===== src/rtl/core/bba_pkg.sv =====
// ---------------------------------------------------------------------------
// bba_pkg: shared types and constants of the buddy block allocator
// Node codes, request and status codes, field widths and the sequencer states.
// ---------------------------------------------------------------------------
package bba_pkg;

   localparam int TREE_LEVELS_DEF = 10;
   localparam int SHIFT_W         = 5;
   localparam int MAX_SHIFT       = 16;
   localparam int SIZE_W          = 27;
   localparam int OFS_W           = 26;
   localparam int UNITS_W         = 28;

   localparam logic [1:0] NODE_FREE  = 2'd0;
   localparam logic [1:0] NODE_SPLIT = 2'd1;
   localparam logic [1:0] NODE_ALLOC = 2'd2;

   localparam logic [1:0] REQ_ALLOC    = 2'd0;
   localparam logic [1:0] REQ_FREE     = 2'd1;
   localparam logic [1:0] REQ_FREE_ALL = 2'd2;
   localparam logic [1:0] REQ_RSVD     = 2'd3;

   localparam logic [1:0] STATUS_OK     = 2'd0;
   localparam logic [1:0] STATUS_NO_FIT = 2'd1;
   localparam logic [1:0] STATUS_BAD_FR = 2'd2;

   localparam logic [SHIFT_W-1:0] SHIFT_RESET = 5'd4;

   typedef enum logic [3:0] {
      ST_CLEAR,
      ST_IDLE,
      ST_A_LVL,
      ST_A_RD,
      ST_A_CHK,
      ST_A_UP,
      ST_A_SPLIT,
      ST_F_RD,
      ST_F_CHK,
      ST_M_RD,
      ST_M_CHK,
      ST_RESP
   } bba_state_type;

endpackage


===== src/rtl/core/bba_ctrl.sv =====
// ---------------------------------------------------------------------------
// bba_ctrl: request sequencer
// Walks the node store one node at a time for clear, search, split, free and merge.
// ---------------------------------------------------------------------------
module bba_ctrl
   import bba_pkg::*;
#(
   parameter int TREE_LEVELS = TREE_LEVELS_DEF
) (
   input  logic                 clock,
   input  logic                 reset,
   input  logic                 start,
   input  logic [1:0]           req_type,
   input  logic [SIZE_W-1:0]    req_request_size,
   input  logic [OFS_W-1:0]     req_free_offset,
   input  logic [SHIFT_W-1:0]   shift,
   output logic                 busy,
   output logic                 rsp_valid,
   output logic [1:0]           rsp_status,
   output logic [OFS_W-1:0]     rsp_block_offset,
   output logic [SIZE_W-1:0]    rsp_grant_size,
   output logic                 ram_we,
   output logic                 ram_re,
   output logic [TREE_LEVELS:0] ram_addr,
   output logic [1:0]           ram_wdata,
   input  logic [1:0]           ram_rdata
);

   localparam int AW     = TREE_LEVELS + 1;
   localparam int DW     = $clog2(TREE_LEVELS + 1);
   localparam int NODES  = (2 ** AW) - 1;
   localparam int LEAF_N = 2 ** TREE_LEVELS;

   bba_state_type state_ff, state_in;
   logic [AW-1:0]      node_ff, node_in, best_ff, best_in;
   logic [DW-1:0]      depth_ff, depth_in, bestd_ff, bestd_in, dmax_ff, dmax_in;
   logic               hit_ff, hit_in, clr_rsp_ff, clr_rsp_in;
   logic [UNITS_W-1:0] units_ff, units_in;
   logic [1:0]         status_ff, status_in;
   logic [OFS_W-1:0]   ofs_ff, ofs_in;
   logic [SIZE_W-1:0]  size_ff, size_in;

   logic [UNITS_W-1:0] add_sum, units_raw;
   logic [OFS_W-1:0]   leaf;
   logic [AW-1:0]      sibling, parent, blk_idx;
   logic [5:0]         shamt;
   logic [63:0]        size_wide, ofs_wide;
   logic               take;

   always_comb begin
      add_sum   = {1'b0, req_request_size} + (UNITS_W'(1) << shift) - UNITS_W'(1);
      units_raw = add_sum >> shift;
      leaf      = req_free_offset >> shift;
      sibling   = node_ff[0] ? node_ff + AW'(1) : node_ff - AW'(1);
      parent    = (node_ff - AW'(1)) >> 1;
      blk_idx   = node_ff + AW'(1) - (AW'(1) << dmax_ff);
      shamt     = 6'(shift) + 6'(TREE_LEVELS) - 6'(dmax_ff);
      size_wide = 64'd1 << shamt;
      ofs_wide  = 64'(blk_idx) << shamt;
      take      = (ram_rdata == NODE_FREE) && (!hit_ff || (depth_ff > bestd_ff));
   end

   // next state and datapath
   always_comb begin
      state_in   = state_ff;
      node_in    = node_ff;
      best_in    = best_ff;
      depth_in   = depth_ff;
      bestd_in   = bestd_ff;
      dmax_in    = dmax_ff;
      hit_in     = hit_ff;
      clr_rsp_in = clr_rsp_ff;
      units_in   = units_ff;
      status_in  = status_ff;
      ofs_in     = ofs_ff;
      size_in    = size_ff;
      case (state_ff)
         ST_CLEAR: begin
            node_in = node_ff + AW'(1);
            if (node_ff == AW'(NODES - 1)) begin
               state_in = clr_rsp_ff ? ST_RESP : ST_IDLE;
            end
         end
         ST_IDLE: begin
            if (start) begin
               status_in = STATUS_OK;
               ofs_in    = '0;
               size_in   = '0;
               case (req_type)
                  REQ_ALLOC: begin
                     units_in = (units_raw == '0) ? UNITS_W'(1) : units_raw;
                     dmax_in  = DW'(TREE_LEVELS);
                     if (units_raw > UNITS_W'(LEAF_N)) begin
                        status_in = STATUS_NO_FIT;
                        state_in  = ST_RESP;
                     end else begin
                        state_in = ST_A_LVL;
                     end
                  end
                  REQ_FREE: begin
                     if (27'(leaf) >= 27'(LEAF_N)) begin
                        status_in = STATUS_BAD_FR;
                        state_in  = ST_RESP;
                     end else begin
                        node_in  = AW'(leaf) + AW'(LEAF_N - 1);
                        state_in = ST_F_RD;
                     end
                  end
                  REQ_FREE_ALL: begin
                     node_in    = '0;
                     clr_rsp_in = 1'b1;
                     state_in   = ST_CLEAR;
                  end
                  default: begin
                     state_in = ST_RESP;
                  end
               endcase
            end
         end
         ST_A_LVL: begin
            // deepest level whose blocks still hold the request
            if (dmax_ff != '0 &&
                (UNITS_W'(1) << (DW'(TREE_LEVELS) - dmax_ff)) < units_ff) begin
               dmax_in = dmax_ff - DW'(1);
            end else begin
               node_in  = '0;
               depth_in = '0;
               hit_in   = 1'b0;
               state_in = ST_A_RD;
            end
         end
         ST_A_RD: begin
            state_in = ST_A_CHK;
         end
         ST_A_CHK: begin
            if (ram_rdata == NODE_SPLIT && depth_ff < dmax_ff) begin
               node_in  = {node_ff[AW-2:0], 1'b1};
               depth_in = depth_ff + DW'(1);
               state_in = ST_A_RD;
            end else if (take) begin
               hit_in   = 1'b1;
               best_in  = node_ff;
               bestd_in = depth_ff;
               state_in = (depth_ff == dmax_ff) ? ST_A_SPLIT : ST_A_UP;
            end else begin
               state_in = ST_A_UP;
            end
         end
         ST_A_UP: begin
            if (node_ff == '0) begin
               if (hit_ff) begin
                  node_in  = best_ff;
                  depth_in = bestd_ff;
                  state_in = ST_A_SPLIT;
               end else begin
                  status_in = STATUS_NO_FIT;
                  state_in  = ST_RESP;
               end
            end else if (!node_ff[0]) begin
               node_in  = parent;
               depth_in = depth_ff - DW'(1);
            end else begin
               node_in  = node_ff + AW'(1);
               state_in = ST_A_RD;
            end
         end
         ST_A_SPLIT: begin
            if (depth_ff < dmax_ff) begin
               node_in  = {node_ff[AW-2:0], 1'b1};
               depth_in = depth_ff + DW'(1);
            end else begin
               ofs_in   = ofs_wide[OFS_W-1:0];
               size_in  = size_wide[SIZE_W-1:0];
               state_in = ST_RESP;
            end
         end
         ST_F_RD: begin
            state_in = ST_F_CHK;
         end
         ST_F_CHK: begin
            if (ram_rdata == NODE_ALLOC) begin
               state_in = ST_M_RD;
            end else if (node_ff == '0 || !node_ff[0]) begin
               status_in = STATUS_BAD_FR;
               state_in  = ST_RESP;
            end else begin
               node_in  = parent;
               state_in = ST_F_RD;
            end
         end
         ST_M_RD: begin
            state_in = (node_ff == '0) ? ST_RESP : ST_M_CHK;
         end
         ST_M_CHK: begin
            if (ram_rdata == NODE_FREE) begin
               node_in  = parent;
               state_in = ST_M_RD;
            end else begin
               state_in = ST_RESP;
            end
         end
         ST_RESP: begin
            state_in = ST_IDLE;
         end
         default: begin
            state_in = ST_IDLE;
         end
      endcase
   end

   // store access and handshake outputs
   always_comb begin
      ram_we    = 1'b0;
      ram_re    = 1'b0;
      ram_addr  = node_ff;
      ram_wdata = NODE_FREE;
      case (state_ff)
         ST_CLEAR: begin
            ram_we = 1'b1;
         end
         ST_A_RD, ST_F_RD: begin
            ram_re = 1'b1;
         end
         ST_M_RD: begin
            ram_re   = 1'b1;
            ram_addr = sibling;
         end
         ST_F_CHK: begin
            ram_we = (ram_rdata == NODE_ALLOC);
         end
         ST_M_CHK: begin
            ram_we   = (ram_rdata == NODE_FREE);
            ram_addr = parent;
         end
         ST_A_SPLIT: begin
            ram_we    = 1'b1;
            ram_wdata = (depth_ff < dmax_ff) ? NODE_SPLIT : NODE_ALLOC;
         end
         default: begin
            ram_we = 1'b0;
         end
      endcase
      busy             = (state_ff != ST_IDLE);
      rsp_valid        = (state_ff == ST_RESP);
      rsp_status       = status_ff;
      rsp_block_offset = ofs_ff;
      rsp_grant_size   = size_ff;
   end

   always_ff @(posedge clock) begin
      if (reset) begin
         state_ff   <= ST_CLEAR;
         node_ff    <= '0;
         clr_rsp_ff <= 1'b0;
         hit_ff     <= 1'b0;
      end else begin
         state_ff   <= state_in;
         node_ff    <= node_in;
         clr_rsp_ff <= clr_rsp_in;
         hit_ff     <= hit_in;
      end
   end

   always_ff @(posedge clock) begin
      best_ff   <= best_in;
      depth_ff  <= depth_in;
      bestd_ff  <= bestd_in;
      dmax_ff   <= dmax_in;
      units_ff  <= units_in;
      status_ff <= status_in;
      ofs_ff    <= ofs_in;
      size_ff   <= size_in;
   end

endmodule


===== config.mk =====
export PLATFORM = sky130hd
export DESIGN_NAME = bba_ctrl
export DESIGN_NICKNAME = d
export VERILOG_FILES = /design/src/rtl/core/bba_pkg.sv /design/src/rtl/core/bba_ctrl.sv
export SDC_FILE = /design/constraint.sdc
export NUM_CORES = 1
export LEC_CHECK = 0
export ABC_AREA = 0
export BUFFER_PORTS_ARGS = -buffer_cell sky130_fd_sc_hd__buf_2
export CORE_ASPECT_RATIO = 1.1
export CORE_MARGIN = 10
export CORE_UTILIZATION = 29
export CTS_CLUSTER_SIZE = 30
export DETAILED_ROUTE_END_ITERATION = 10
export PLACE_DENSITY = 0.45
export SLEW_MARGIN = 30
export SYNTH_ARGS = -nofsm -noshare
export SYNTH_HDL_FRONTEND = slang
export SYNTH_SLANG_ARGS = --single-unit

===== constraint.sdc =====
create_clock -name clock -period 6 [get_ports clock]
set_input_delay 0.3 -clock clock [delete_from_list [all_inputs] [get_ports clock]]
set_output_delay 0.3 -clock clock [all_outputs]
set_load 0.01 [all_outputs]

======== After elaboration in Yosys (flattened, before gate mapping) ========
Index checks and enable logic that the tools add are counted.
operators by class
  reduce and logical (&&, ||, !) cells .... 31
  add/sub/neg operators ................... 12
  shift-type cells ........................ 7
  equal/unequal tests ..................... 39
  mux-type cells .......................... 68
  order comparisons ....................... 5
  bitwise logic cells ..................... 1
operators by type and width
  cell                                                    number
  2-to-1 mux 11 bit                                       12
  one-hot mux 11 bit (8 select lines)                     1
  2-to-1 mux 4 bit                                        21
  2-to-1 mux 27 bit                                       2
  one-hot mux 27 bit (2 select lines)                     1
  2-to-1 mux 26 bit                                       2
  one-hot mux 26 bit (2 select lines)                     1
  one-hot mux 11 bit (2 select lines)                     2
  one-hot mux 4 bit (11 select lines)                     1
  != test 2 bit (second input constant)                   15
  adder 27 x 28 -> 28 bit                                 1
  > comparator 28 x 11 -> 1 bit (second input constant)   1
  zero test 28 bit                                        1
  less-than comparator 28 bit                             1
  << shifter 1 x 4 -> 28 bit (first input constant)       1
  << shifter 1 x 5 -> 28 bit (first input constant)       1
  right shift 28 x 5 -> 28 bit                            1
  subtractor 28 x 1 -> 28 bit (second input constant)     1
  << shifter 1 x 6 -> 27 bit (first input constant)       1
  >= comparator 26 x 11 -> 1 bit (second input constant)  1
  << shifter 11 x 6 -> 26 bit                             1
  right shift 26 x 5 -> 26 bit                            1
  2-to-1 mux 2 bit                                        11
  == test 4 x 3 -> 1 bit (second input constant)          4
  50 further kinds                                        78
word-level totals
  input bits .............................. 65
  output and inout bits ................... 72
  register bits ........................... 123
  logic and storage cells ................. 175

======== Depth between registers and ports, before layout ========
  depth in word-level cells ............... 9
  mapped depth ............................ 23

======== Worst setup path after synthesis ========
OpenSTA, ideal clock, no wires.
  path kind ............................... in2reg
  start ................................... input port shift[0]
  end ..................................... register status_ff[0] (netlist: rsp_status[0]), data pin
  slack ................................... 0.524 ns
  stages on the path ...................... 21
  arrival time ............................ 5.207 ns
  setup time .............................. 0.269 ns
  buffers on the path ..................... 3
  cell sequence ........................... buf_2 > buf_2 > clkinv_1 > nor2_1 > clkbuf_1 > nand2_1 > ha_1 > inv_1 > ha_1 > nand2_1 > nor3_1 > a221oi_4 > a211oi_2 > xor2_1 > mux4_2 > a2111oi_4 > nand4_1 > nor4_1 > nand3_1 > o21ai_2 > o21ai_1
between the ends
  word-level cells in the longest chain between the ends .. 9
RTL lines
  item                                    line             RTL
  start, declared                         bba_ctrl.sv:16   input logic [SHIFT_W-1:0] shift,
  << shifter 1 x 5 -> 28 bit              bba_ctrl.sv:51   add_sum = {1'b0, req_request_size} + (UNITS_W'(1) << shift) - UNITS_W'(1);
  adder 27 x 28 -> 28 bit                 bba_ctrl.sv:51
  subtractor 28 x 1 -> 28 bit             bba_ctrl.sv:51
  right shift 28 x 5 -> 28 bit (*)        bba_ctrl.sv:52   units_raw = add_sum >> shift;
  > comparator 28 x 11 -> 1 bit (*)       bba_ctrl.sv:93   if (units_raw > UNITS_W'(LEAF_N)) begin
  2-to-1 mux 1 bit (*)                    bba_ctrl.sv:93
  one-hot mux 2 bit (2 select lines) (*)  bba_ctrl.sv:89   case (req_type)
  2-to-1 mux 2 bit (*)                    bba_ctrl.sv:85   if (start) begin
  one-hot mux 2 bit (3 select lines) (*)  bba_ctrl.sv:77   case (state_ff)
  via status_in[0]                        bba_ctrl.sv:39   logic [1:0] status_ff, status_in;
  end signal, assigned                    bba_ctrl.sv:270  status_ff <= status_in;
  end, declared                           bba_ctrl.sv:39
The timed path passes the listed nets; every way through them passes the cells marked *. The select of a mux whose other input is x is not followed.
A chain may end at the register's enable or synchronous reset.

======== Worst setup path in the final report ========
  start ................................... input port shift[3]
  end ..................................... register status_ff[0] (netlist: rsp_status[0]), data pin
The elaborated chain is that of the path after synthesis.

==> summary.md <==
| Metric | Value |
|---|---|
| Root Buffer Master | `clkbuf_16` |
| DRT Wirelength | `53180 um` |
| 1st-pass router iterations | `5` |
| Clock Latency Late Sink | `0.44 ns` |
| Share of cells above drive strength 1 | `16.30%` |
| Clock power frac | `31.1%` |
| Synthesized netlist cell count | `1802` |
| Placed insts | `2553` |
| WP data required | `6.15 ns` |
| Buf+Inv Stages, Crit Path | `8` |
| Cts bufs inserted | `17` |
| Min cycle time layout | `5.397 ns` |
| Post-layout util | `33.64%` |
| Sw frac | `37.74%` |
| Row count | `85` |
| Initial antenna violation count | `1` |
| Place WS | `0.2501 ns` |
| Fin crit share | `89.95%` |
| Fin cells | `2586` |
| Cell area power density | `184.6 nW/um^2` |
| CP max stage delay | `0.55 ns` |
| H-tree depth | `4` |
| Syn avg cell area | `7.903 um^2` |
| First-pass GRT wire length | `83450 um` |
| Count of cell types in the netlist | `83` |
| Global-route usage over all layers | `17.98%` |
| Comb power frac | `38.1%` |
| Antenna Violating Nets Remaining | `0` |
| Nets@finish | `2101` |
| Number of global-route vias before repair | `14181` |
| Die Y | `252.4 um` |
| Die ar. | `58380 um^2` |
| Setup ws final | `0.6028 ns` |
| Max Slew Vio Count | `0` |
| Slew at the pin closest to its max-slew limit | `0.9643 ns` |
| Routed vias/inst | `5.468` |
| Run status | `finished, final reports clean` |
| VDD IR max | `0.2000 mV` |
| Max Clock Freq | `0.1853 GHz` |
| Max-cap viol count | `0` |
| Port-buffer cells | `136` |
| Clock skew | `0.01101 ns` |
| Starting Density | `29.17%` |
| Drt wl/cell | `20.57 um` |
| Critical setup path kind | `in -> reg` |
| Area growth syn-to-layout | `15.31%` |
| Cell area after synthesis | `14240 um^2` |
| Initial drt markers | `1076` |
| Syn_nets | `1983` |
| I/O pins | `137` |
| Critical Path Sink Type | `flop` |
| Crit path DAT | `5.55 ns` |
| Via Count | `14140` |
| Crit path launch type | `input port` |
| HP Class | `in -> reg` |
| Reg2reg setup slack | `1.03 ns` |
| Max Root-Sink Buffers | `2` |
| Slew margin rel. | `35.22%` |
| RSZ-0062 raised after global routing | `no` |
| GRT overflow | `0` |
| Critical path fanouts, max | `9` |
| CTS clk-pin slew, worst paths | `0.06 ns` |
| Post-DP HPWL | `42120 um` |
| Int Power | `1.888 mW` |
| Number of enable flip-flop cells after synthesis | `106` |
| Hold Fails Final Rpt | `0` |
| Synth async-reset ratio | `0%` |
| Yosys warns | `0` |
| Cell family with most CP delay | `compound AO/OA/AOI/OAI gates` |
| Leak Pwr | `6.890 nW` |
| Setup bufs post-CTS | `0` |
| Pin count of the biggest net entering global routing | `63` |
| Prevailing post-synth register cell | `edfxtp_1` |
| Core area | `48820 um^2` |
| Final setup fails | `0` |
| GP Congestion | `0.9372` |
| Sequential power share | `30.8%` |
| Clk sink count | `123` |
| Sequential fraction of the synthesis area | `24.74%` |
| Synth Register Bits | `123` |
| Switching pwr | `1.144 mW` |
| DRC viols | `0` |
| Slowest cell on crit path | `o21ai_0` |
| CTS tree | `built` |
| Most frequent CP cell | `buf_4` |
| Post-CTS Hold Buffers | `0` |
| CTS-repair resized insts | `0` |
| Die width | `231.3 um` |
| TNS Setup | `0 ns` |
==> cell type report <==
cell class | count | area [um^2]
antenna | 1 | 2.502
clock buffer | 19 | 432.9
clock inverter | 13 | 95.09
fill | 5204 | 32390
inverter | 165 | 619.3
multi-input combinational | 1405 | 9687
sequential | 123 | 3523
tap | 652 | 815.8
timing repair buffer | 208 | 1246
==> through the flow <==
step / power, mW / instance area, um^2 / hold WS (ns)
3_5_place_dp: 2.091 / 15890 / 0.5058
4_1_cts: 3.046 / 16420 / 0.2109
5_1_grt: 3.192 / 16420 / 0.2438
2_1_floorplan: 1.713 / 14240 / 0.4064
3_3_place_gp: 2.099 / 15890 / 0.4950
6_report: 3.032 / 16420 / 0.2369
==> placed cells by master (no fill, tap or decap), types with 8 or more instances in the layout <==
master / Yosys / routed
a211o_1: 12 / 12
a211oi_1: 20 / 20
a21boi_0: 8 / 8
a21o_1: 19 / 19
a21oi_1: 119 / 118
a221oi_1: 16 / 16
a22oi_1: 12 / 12
a31oi_1: 21 / 21
and2_1: 26 / 26
and3_1: 21 / 21
buf_2: 15 / 136
buf_4: 2 / 70
clkbuf_16: 0 / 17
dfxtp_1: 17 / 17
edfxtp_1: 106 / 106
ha_1: 113 / 113
inv_1: 162 / 161
mux2_2: 20 / 20
mux2i_1: 55 / 55
mux4_2: 24 / 24
nand2_1: 181 / 181
nand2b_1: 19 / 19
nand3_1: 58 / 58
nand4_1: 28 / 28
nor2_1: 199 / 198
nor2b_1: 20 / 20
nor3_1: 43 / 42
nor4_1: 13 / 13
o211ai_1: 17 / 17
o21a_1: 15 / 15
o21ai_0: 79 / 79
o21ai_1: 8 / 8
o21bai_1: 8 / 8
o221ai_1: 14 / 14
o22ai_1: 12 / 12
o31ai_1: 8 / 8
or3_1: 9 / 9
xnor2_1: 39 / 39
xor2_1: 22 / 22
==> worst paths after layout <==
check	cells past startpoint	startpoint	endpoint
max	25	shift[3]	rsp_status[0]
min	2	reset	node_ff[7]
max reg2reg	16	node_ff[0]	rsp_block_offset[10]
min reg2reg	2	clr_rsp_ff	clr_rsp_ff
==> sequential cells by signal, summed over array words and instances (netlist names), 2 cells and up <==
name,count
units_ff,28
best_ff,11
rsp_grant_size,27
rsp_status,2
dmax_ff,4
bestd_ff,4
node_ff,11
depth_ff,4
rsp_block_offset,26
state_ff,4
==> layer usage <==
metal  vias up  track usage (%)  share of wire [%]
li1       6828                -                  -
met1      6823            21.48                 42
met2       394            31.47                 50
met3        95            1.953                3.6
met4         0            8.781                4.4
met5         -                0                  0
==> cells in the mapped netlist (9+ instances only) <==
master | instances | share of area [%]
nand2_1 | 181 | 4.8
or3_1 | 9 | 0.40
nand4_1 | 28 | 1.2
a22oi_1 | 12 | 0.63
o22ai_1 | 12 | 0.53
nor3_1 | 43 | 1.5
buf_1 | 16 | 0.42
inv_1 | 162 | 4.3
a21o_1 | 19 | 1.0
mux2_2 | 20 | 1.6
a211o_1 | 12 | 0.74
mux2i_1 | 55 | 3.9
a31oi_1 | 21 | 0.92
nand2b_1 | 19 | 0.83
dfxtp_1 | 17 | 2.4
nor4_1 | 13 | 0.57
mux4_2 | 24 | 3.8
xnor2_1 | 39 | 2.4
nand3_1 | 58 | 2.0
nor2b_1 | 20 | 0.88
nor2_1 | 199 | 5.2
ha_1 | 113 | 9.9
xor2_1 | 22 | 1.4
o21a_1 | 15 | 0.79
a21oi_1 | 119 | 4.2
buf_2 | 15 | 0.53
o221ai_1 | 14 | 0.86
a221oi_1 | 16 | 0.98
clkbuf_1 | 76 | 2.0
a211oi_1 | 20 | 1.1
and2_1 | 26 | 1.1
o211ai_1 | 17 | 0.90
edfxtp_1 | 106 | 22
and3_1 | 21 | 0.92
o21ai_0 | 79 | 2.8
==> cells by family after synthesis <==
family	synth area share (%)
AOI/OAI and AO/OA	23.46
xor gates and xnor gates	3.752
adders and majority gates	10.35
buffers and inverters	7.406
DFF	24.74
muxes	9.322
and+or+nand+nor	20.97
==> power groups by stage <==
stage               Sequential, mW  Clock, mW  Combinational (mW)
finish                       0.933      0.943                1.16
global route                 0.933      0.994                1.27
CTS                          0.932      0.967                1.15
global placement             0.951          0                1.15
floorplan                    0.946          0               0.768
detailed placement           0.951          0                1.14
Note: power is estimated with default switching activity, not from simulation.
